===== src/rtl/core/psg_tone_noise_generator_assert.svh =====
// Assertion macros shared by the sound generator RTL.
`ifndef PSG_TONE_NOISE_GENERATOR_ASSERT_SVH
`define PSG_TONE_NOISE_GENERATOR_ASSERT_SVH

// Same-cycle implication, sampled on clk, off while rst_n is low.
`define PSG_ASSERT_IMP(lbl, ante, cons, msg) \
  lbl: assert property (@(posedge clk) disable iff (!rst_n) (ante) |-> (cons)) \
    else $error(msg);

// Next-cycle implication, sampled on clk, off while rst_n is low.
`define PSG_ASSERT_NXT(lbl, ante, cons, msg) \
  lbl: assert property (@(posedge clk) disable iff (!rst_n) (ante) |=> (cons)) \
    else $error(msg);

`endif


===== src/rtl/core/psg_pkg.sv =====
`timescale 1ns / 1ps
`default_nettype none

package psg_pkg;

  localparam int unsigned PERIOD_W = 10;
  localparam int unsigned LEVEL_W  = 12;
  localparam int unsigned ATTEN_W  = 4;
  localparam int unsigned SHIFT_W  = 16;

  typedef logic [PERIOD_W-1:0] period_t;
  typedef logic [LEVEL_W-1:0]  level_t;
  typedef logic [ATTEN_W-1:0]  atten_t;
  typedef logic [SHIFT_W-1:0]  shift_t;

  // Register indices carried in bits 6..4 of a latch byte
  localparam logic [2:0] REG_TONE0 = 3'd0;
  localparam logic [2:0] REG_TONE1 = 3'd2;
  localparam logic [2:0] REG_TONE2 = 3'd4;
  localparam logic [2:0] REG_NOISE = 3'd6;
  localparam logic [2:0] REG_RESET = 3'd3;

  localparam logic [1:0]  NOISE_TRACK  = 2'b11;
  localparam shift_t      NOISE_SEED   = 16'h8000;
  localparam period_t     NOISE_BASE   = 10'h010;
  localparam atten_t      ATTEN_SILENT = 4'hF;

  localparam level_t VOL_TABLE [16] = '{
    12'd2800, 12'd2224, 12'd1766, 12'd1403, 12'd1114, 12'd885, 12'd703, 12'd558,
    12'd443,  12'd352,  12'd280,  12'd222,  12'd176,  12'd140, 12'd111, 12'd0
  };

  typedef struct packed {
    logic       tick;
    logic       ctrl_we;
    logic [2:0] ctrl_data;
    logic       tone2_we;
    period_t    tone2_reload;
    period_t    tone2_count;
  } noise_cmd_t;

  function automatic period_t reload_of(input period_t p);
    return (p == '0) ? period_t'(1) : p;
  endfunction

endpackage

`default_nettype wire


===== src/rtl/core/psg_noise.sv =====
`timescale 1ns / 1ps
`default_nettype none

`include "psg_tone_noise_generator_assert.svh"

module psg_noise (
  input  wire                 clk,
  input  wire                 rst_n,
  input  psg_pkg::noise_cmd_t cmd_i,
  output logic                noise_bit_nxt
);
  import psg_pkg::*;

  logic [2:0] ctrl_r,   ctrl_nxt;
  period_t    reload_r, reload_nxt;
  period_t    cnt_r,    cnt_nxt;
  logic       phase_r,  phase_nxt;
  shift_t     shift_r,  shift_nxt;
  logic       fb;

  always_comb begin
    ctrl_nxt   = ctrl_r;
    reload_nxt = reload_r;
    cnt_nxt    = cnt_r;
    phase_nxt  = phase_r;
    shift_nxt  = shift_r;
    fb         = ctrl_r[2] ? (shift_r[0] ^ shift_r[3]) : shift_r[0];
    if (cmd_i.ctrl_we) begin
      ctrl_nxt  = cmd_i.ctrl_data;
      shift_nxt = NOISE_SEED;
      if (cmd_i.ctrl_data[1:0] == NOISE_TRACK) begin
        reload_nxt = cmd_i.tone2_reload;
        cnt_nxt    = cmd_i.tone2_count;
      end else begin
        reload_nxt = NOISE_BASE << cmd_i.ctrl_data[1:0];
      end
    end
    if (cmd_i.tone2_we && ctrl_r[1:0] == NOISE_TRACK) begin
      reload_nxt = cmd_i.tone2_reload;
    end
    if (cmd_i.tick) begin
      if (cnt_r <= period_t'(1)) begin
        cnt_nxt   = reload_r;
        phase_nxt = ~phase_r;
        if (!phase_r) begin
          shift_nxt = {fb, shift_r[SHIFT_W-1:1]};
        end
      end else begin
        cnt_nxt = cnt_r - period_t'(1);
      end
    end
  end

  assign noise_bit_nxt = shift_nxt[0];

  always_ff @(posedge clk) begin
    if (!rst_n) begin
      ctrl_r   <= '0;
      reload_r <= NOISE_BASE;
      cnt_r    <= NOISE_BASE;
      phase_r  <= 1'b1;
      shift_r  <= NOISE_SEED;
    end else begin
      ctrl_r   <= ctrl_nxt;
      reload_r <= reload_nxt;
      cnt_r    <= cnt_nxt;
      phase_r  <= phase_nxt;
      shift_r  <= shift_nxt;
    end
  end

  `PSG_ASSERT_IMP(a_shift_live, 1'b1, shift_r != '0, "noise shifter reached zero")
  `PSG_ASSERT_NXT(a_ctrl_seed, cmd_i.ctrl_we, shift_r == NOISE_SEED, "shifter not reseeded")
  `PSG_ASSERT_IMP(a_cnt_nz, 1'b1, cnt_r != '0 && reload_r != '0, "noise counter at zero")

endmodule

`default_nettype wire


===== src/rtl/core/psg_tone_noise_generator.sv =====
`timescale 1ns / 1ps
`default_nettype none

`include "psg_tone_noise_generator_assert.svh"

// Programmable sound generator: three square tone channels and one noise channel.
// Input stream: in_tuser[0] selects the word kind (0 = register byte write,
// 1 = one internal tick), in_tdata[7:0] holds the register byte.
// A write updates the registers and gives no output word. A tick advances
// all four dividers and gives one output word with the four channel levels,
// unsigned, full scale 4096.
// A word is first held in the input register and processed from there; a tick's
// result is registered in the output register and shown on out_tvalid.
// Throughput: one word per cycle unless the receiver stalls, set by the single
// input register and the single output register with all state updated between them.
// When the receiver stalls, the output word holds; writes still pass, and the
// next tick waits in the input register, which then deasserts in_tready.
// After reset: volumes silent, tone periods zero (acting as one), latched
// index three, noise rate 16 ticks, noise shifter 0x8000, all phases high.
module psg_tone_noise_generator (
  input  wire         clk,
  input  wire         rst_n,
  input  wire         in_tvalid,
  output logic        in_tready,
  input  wire  [7:0]  in_tdata,   // [7:0] data
  input  wire  [0:0]  in_tuser,   // [0] action
  output logic        out_tvalid,
  input  wire         out_tready,
  output logic [47:0] out_tdata   // [11:0] tone0, [23:12] tone1, [35:24] tone2, [47:36] noise
);
  import psg_pkg::*;

  logic       in_valid_r;
  logic       action_r;
  logic [7:0] data_r;
  logic       out_valid_r;
  logic [47:0] out_data_r;
  logic       out_free, proc, tick;

  logic [2:0] idx_r, idx_nxt, idx;
  period_t    per_r   [3];
  period_t    per_nxt [3];
  period_t    cnt_r   [3];
  period_t    cnt_nxt [3];
  logic [2:0] phase_r, phase_nxt;
  atten_t     att_r   [4];
  atten_t     att_nxt [4];
  noise_cmd_t ncmd;
  logic       noise_bit_nxt;
  level_t     lvl [4];

  assign out_free  = !out_valid_r || out_tready;
  assign proc      = in_valid_r && (!action_r || out_free);
  assign tick      = proc && action_r;
  assign in_tready = !in_valid_r || proc;

  always_ff @(posedge clk) begin
    if (!rst_n) begin
      in_valid_r <= 1'b0;
    end else if (in_tvalid && in_tready) begin
      in_valid_r <= 1'b1;
    end else if (proc) begin
      in_valid_r <= 1'b0;
    end
  end

  always_ff @(posedge clk) begin
    if (in_tvalid && in_tready) begin
      action_r <= in_tuser[0];
      data_r   <= in_tdata;
    end
  end

  assign idx = data_r[7] ? data_r[6:4] : idx_r;

  always_comb begin
    idx_nxt   = idx_r;
    per_nxt   = per_r;
    cnt_nxt   = cnt_r;
    phase_nxt = phase_r;
    att_nxt   = att_r;
    ncmd      = '0;
    ncmd.tick        = tick;
    ncmd.ctrl_data   = data_r[2:0];
    ncmd.tone2_count = cnt_r[2];
    ncmd.tone2_reload = reload_of(per_r[2]);
    if (proc && !action_r) begin
      idx_nxt = idx;
      if (idx == REG_TONE0 || idx == REG_TONE1 || idx == REG_TONE2) begin
        if (data_r[7]) begin
          per_nxt[idx[2:1]] = {per_r[idx[2:1]][9:4], data_r[3:0]};
        end else begin
          per_nxt[idx[2:1]] = {data_r[5:0], per_r[idx[2:1]][3:0]};
        end
        if (idx == REG_TONE2) begin
          ncmd.tone2_we     = 1'b1;
          ncmd.tone2_reload = reload_of(per_nxt[2]);
        end
      end else if (idx == REG_NOISE) begin
        ncmd.ctrl_we = 1'b1;
      end else begin
        att_nxt[idx[2:1]] = data_r[3:0];
      end
    end
    if (tick) begin
      for (int i = 0; i < 3; i++) begin
        if (cnt_r[i] <= period_t'(1)) begin
          cnt_nxt[i]   = reload_of(per_r[i]);
          phase_nxt[i] = ~phase_r[i];
        end else begin
          cnt_nxt[i] = cnt_r[i] - period_t'(1);
        end
      end
    end
  end

  always_ff @(posedge clk) begin
    if (!rst_n) begin
      idx_r   <= REG_RESET;
      phase_r <= '1;
      for (int i = 0; i < 3; i++) begin
        per_r[i] <= '0;
        cnt_r[i] <= period_t'(1);
      end
      for (int i = 0; i < 4; i++) begin
        att_r[i] <= ATTEN_SILENT;
      end
    end else begin
      idx_r   <= idx_nxt;
      per_r   <= per_nxt;
      cnt_r   <= cnt_nxt;
      phase_r <= phase_nxt;
      att_r   <= att_nxt;
    end
  end

  psg_noise u_noise (
    .clk           (clk),
    .rst_n         (rst_n),
    .cmd_i         (ncmd),
    .noise_bit_nxt (noise_bit_nxt)
  );

  always_comb begin
    for (int i = 0; i < 3; i++) begin
      lvl[i] = phase_nxt[i] ? VOL_TABLE[att_r[i]] : '0;
    end
    lvl[3] = noise_bit_nxt ? VOL_TABLE[att_r[3]] : '0;
  end

  always_ff @(posedge clk) begin
    if (!rst_n) begin
      out_valid_r <= 1'b0;
    end else if (tick) begin
      out_valid_r <= 1'b1;
    end else if (out_tready) begin
      out_valid_r <= 1'b0;
    end
  end

  always_ff @(posedge clk) begin
    if (tick) begin
      out_data_r <= {lvl[3], lvl[2], lvl[1], lvl[0]};
    end
  end

  assign out_tvalid = out_valid_r;
  assign out_tdata  = out_data_r;

  `PSG_ASSERT_NXT(a_tick_out, tick, out_valid_r, "tick gave no output word")
  `PSG_ASSERT_IMP(a_cnt_nz, 1'b1, cnt_r[0] != '0 && cnt_r[1] != '0 && cnt_r[2] != '0, "tone counter at zero")
  `PSG_ASSERT_NXT(a_hold_in, in_valid_r && !proc, in_valid_r && $stable(data_r) && $stable(action_r), "pending word lost")

endmodule

`default_nettype wire

===== config.mk =====
export PLATFORM = sky130hd
export DESIGN_NAME = psg_tone_noise_generator
export DESIGN_NICKNAME = d
export VERILOG_FILES = /design/src/rtl/core/psg_pkg.sv /design/src/rtl/core/psg_noise.sv /design/src/rtl/core/psg_tone_noise_generator.sv
export VERILOG_INCLUDE_DIRS = /design/src /design/src/rtl/core
export SDC_FILE = /design/constraint.sdc
export NUM_CORES = 1
export LEC_CHECK = 0
export ABC_AREA = 1
export BUFFER_PORTS_ARGS = -buffer_cell sky130_fd_sc_hd__clkbuf_2
export CORE_MARGIN = 3
export CORE_UTILIZATION = 45
export CTS_BUF_LIST = sky130_fd_sc_hd__clkbuf_8
export CTS_CLUSTER_SIZE = 30
export DETAILED_ROUTE_END_ITERATION = 10
export SKIP_LAST_GASP = 1
export SLEW_MARGIN = 10
export SYNTH_ARGS = -nofsm -noshare
export SYNTH_HDL_FRONTEND = slang
export SYNTH_HIERARCHICAL = 1
export SYNTH_SLANG_ARGS = --single-unit

===== constraint.sdc =====
create_clock -name clk -period 5.16 [get_ports clk]
set_clock_uncertainty 0.2 [all_clocks]
set_input_delay 1.032 -clock clk [delete_from_list [all_inputs] [get_ports clk]]
set_output_delay 1.032 -clock clk [all_outputs]
set_load 0.05 [all_outputs]

==> out/results.txt <==
The start-to-end type of the worst setup path is reg -> reg. The initial antenna violation count is 0, and the number of inserted diodes is 0. The share of the core filled with cells was 0.507; the count of max-cap constraint violations was 0. The mapped netlist covers 9660 µm².

Final cycle utilization of the critical path: 0.676. The finished cells cover 10500 µm². The met3 global-route usage came out at 0.0364. Synthesis produced 1297 cells.

Along the worst path, the maximum fanout reaches 24. The floorplan has 52 rows. The met2 demand-to-capacity share in global routing was 0.298; the count of buffer and inverter cells on the critical path was 5.

The number of search-and-repair iterations in the first detailed-routing pass is 5. The area of the die was 23300 µm². Setup repair after global routing left no endpoint under its margin. The number of endpoints failing setup at the final stage was 0; the number of input and output port buffers inserted was 62. The worst setup path is launched from a flip-flop. The run finished with clean final reports.

Clock net sink count: 181. The share of post-route cells with drive strength above 1 is 0.104, and the layout overhead on the synthesized area is 8.70%. The met1 global-route usage was 0.293; the final routed DRC violation total was 0. Derived from the worst setup path, the maximum achievable clock frequency is 287 MHz. The CTS root buffer was clkbuf_8.

On the critical path the largest part of the delay comes from simple AND/OR/NAND/NOR gates. In this run, post-CTS hold repair placed 0 buffers. TritonCTS built the clock tree.

When the netlist entered floorplanning its net count stood at 1346. Data required time at the worst endpoint: 5.18 ns. The run gives 0.434 as the sequential cell area fraction in the yosys report. The logs give 0 for the final global-route overflow total and 0.286 for the remaining max-slew budget at the tightest pin. The worst setup path is captured at a flip-flop.

At the worst endpoint, the arrival time is 3.51 ns. The floorplan step set the die height to 153 µm. The logs give 0 for the total count of hold-check failures in the final report and 1388 for the count of nets after finishing.

The first global-routing pass estimated 38.6 mm of wire. For the total number of vias, the log shows 8482. Summed over all nets, the half-perimeter wirelength after detailed placement is 16.2 mm. The effective utilization at floorplan was 0.467; the worst-margin pin slew was 1.07 ns. After detailed routing, the number of vias per cell comes to 5.23. The global-route usage over all layers is 0.197. The cell repeated most along the worst path was nand2_1. In this run, synthesis produced a sequential element count of 181. For this block, the routed nets add up to 22.9 mm of wire.

The tools report the total core area as 20700 µm². For the number of max-slew violations in the final report, the log shows 0. The clock latency on the worst-skew pair was 0.48 ns. The total setup buffers inserted after CTS was 0; the horizontal extent of the die was 153 µm.

Worst-path cell with the longest stage delay: edfxtp_1. After clock tree synthesis, the clock-pin slew on the worst setup and hold paths is 0.09 ns. The H-tree generated during clock tree synthesis spans 4 levels. On the worst path, the slowest cell contributes a delay of 0.37 ns.

The weighted congestion reported at the end of routability-driven placement came out at 0.898. Buffer levels on the longest clock path: 2. The worst path in the final design needs a cycle of 3.49 ns, including I/O delays and setup. Entering global routing, the biggest net connects 72 pins.

The post-cts sizing count was 0. In the final timing run, aggregate negative setup slack is 0 ns. The number of DRC markers after the initial detailed-route iteration was 643; the areal power density over the cells was 262 nW/µm². For the number of nets with antenna violations after routing, the log shows 0. Across the VDD grid, the largest voltage drop is 0.140 mV.

The post-detailed-route wirelength per cell is 14.1 µm, and the number of top-level pins is 63. The average cell area after synthesis is 7.45 µm². The leakage power of the design is 4.65 nW, and the via count of the first global-routing pass is 7700.

TritonCTS created 17 clock buffers. The synthesized netlist contains 46 unique library cells. The min-delay analysis places its worst path in the category reg -> reg.

After global routing, the most crowded layer is met2. Summing all placed instances gives a cell area of 10100 µm². During synthesis, Yosys emitted a total of 6 warnings. The signal on the critical path passes through buf_4, inv_2, nand2_1, nand2_1, nand2_1, nor2_1, inv_1, nand3_1, nand2_1, inv_1, nor2_1, inv_1, o22ai_1.
per-layer routing:
layer  routed length [µm]  part of all wire
met1                11300              0.49
met2                 9970              0.44
met3                 1290             0.057
met4                  332             0.015
met5                    0                 0
Yosys cell counts, drive strengths merged:
| cell type | n | area share |
|---|---|---|
| a311oi | 1 | 0.00091 |
| o31ai | 5 | 0.0039 |
| nor3 | 34 | 0.018 |
| nand3 | 68 | 0.036 |
| o211a | 1 | 0.0010 |
| or2 | 8 | 0.0052 |
| o22ai | 14 | 0.0091 |
| edfxtp | 57 | 0.18 |
| a31oi | 24 | 0.016 |
| o221ai | 7 | 0.0063 |
| dfxtp | 124 | 0.26 |
| o21bai | 4 | 0.0031 |
| clkinv | 6 | 0.0023 |
| o21a | 1 | 0.00078 |
| nand4 | 8 | 0.0052 |
| and2 | 2 | 0.0013 |
| inv | 160 | 0.062 |
| nand3b | 3 | 0.0023 |
| o32ai | 2 | 0.0018 |
| a211oi | 7 | 0.0054 |
| o21ai | 134 | 0.070 |
| xnor2 | 3 | 0.0027 |
| nor2 | 162 | 0.070 |
| clkbuf | 26 | 0.010 |
| and3 | 1 | 0.00065 |
| a21oi | 87 | 0.045 |
| nand2 | 271 | 0.11 |
| ha | 36 | 0.047 |
| xor2 | 7 | 0.0063 |
| o211ai | 13 | 0.010 |
| buf | 18 | 0.011 |
| nor4 | 2 | 0.0013 |
| o2111ai | 1 | 0.0016 |
cell usage in the layout, fill, tap and decap left out, types with 5 or more instances in the layout:
cell type  count
a211oi_1       7
a21oi_1       87
a31oi_1       24
buf_4          5
clkbuf_2      62
clkbuf_8      18
clkinv_1       7
dfxtp_1      124
edfxtp_1      57
ha_1          36
inv_1        151
inv_2         10
nand2_1      261
nand2_4        6
nand3_1       67
nand4_1        8
nor2_1       150
nor2_2         6
nor2_4         5
nor3_1        33
o211ai_1      13
o21ai_0      107
o21ai_1       26
o221ai_1       7
o22ai_1       14
o31ai_1        5
or2_2          8
xor2_1         7
cell families after synthesis:
family	Yosys count	share of synthesized area
AND/OR/NAND/NOR	559	0.250
XOR/XNOR	10	0.00907
flip-flops	181	0.434
AO/OA/AOI/OAI	301	0.174
adder cells (fa/ha/maj)	36	0.0466
buffers and inverters	210	0.0852
flip-flops by register name (all words and copies together), names as in the netlist:
name	count
data_r	8
u_noise/shift_r	16
u_noise/cnt_r	10
per_r	30
u_noise/phase_r	1
action_r	1
idx_r	3
out_tdata	48
u_noise/reload_r	10
out_tvalid	1
att_r	16
phase_r	3
u_noise/ctrl_r	3
in_valid_r	1
cnt_r	30
through the flow:
stage / hold WS (ns) / cells / power [mW] / setup WS, ns
after floorplan: 0.219 / 1297 / 1.82 / 0.888
after global placement: 0.234 / 1590 / 1.90 / 1.63
after detailed placement: 0.238 / 1590 / 1.91 / 1.60
after CTS: 0.257 / 1622 / 2.79 / 1.70
after global routing: 0.279 / 1622 / 2.89 / 1.33
final: 0.254 / 1622 / 2.75 / 1.67
final cells by class:
cell class / count / area, µm²
Tap cell: 270 / 338
Inverter: 166 / 623
Clock inverter: 14 / 103
Timing Repair Buffer: 67 / 348
Multi-Input combinational cell: 906 / 4650
Clock buffer: 18 / 248
Sequential cell: 181 / 4190
Fill cell: 2078 / 10200
worst reg2reg max path, cell delays in order (launching register included):
cell,delay (ns)
edfxtp_1,0.37
buf_4,0.22
inv_2,0.33
nand2_1,0.09
nand2_1,0.33
nand2_1,0.16
nor2_1,0.36
inv_1,0.31
nand3_1,0.18
nand2_1,0.16
inv_1,0.16
nor2_1,0.09
inv_1,0.15
o22ai_1,0.11
power breakdown:
part | switching, mW | leakage (nW) | total (mW) | internal (mW)
Clock | 0.527 | 0.179 | 0.876 | 0.349
Sequential | 0.0361 | 1.55 | 1.54 | 1.50
Combinational | 0.242 | 2.92 | 0.336 | 0.0940
Total | 0.805 | 4.65 | 2.75 | 1.95
path summary, 6_finish.rpt:
| check | to | depth (start not counted) | from | slack (ns) |
|---|---|---|---|---|
| setup / recovery | out_tdata[36]$_SDFFCE_PN0P_ | 13 | data_r[7]$_DFFE_PP_ | 1.67 |
| hold / removal | u_noise/shift_r[3]$_SDFF_PN0_ | 2 | u_noise/shift_r[4]$_SDFF_PN0_ | 0.25 |
| setup reg to reg | out_tdata[36]$_SDFFCE_PN0P_ | 13 | data_r[7]$_DFFE_PP_ | 1.67 |
| hold reg to reg | u_noise/shift_r[3]$_SDFF_PN0_ | 2 | u_noise/shift_r[4]$_SDFF_PN0_ | 0.25 |
Power figures use the tool's default switching activity.
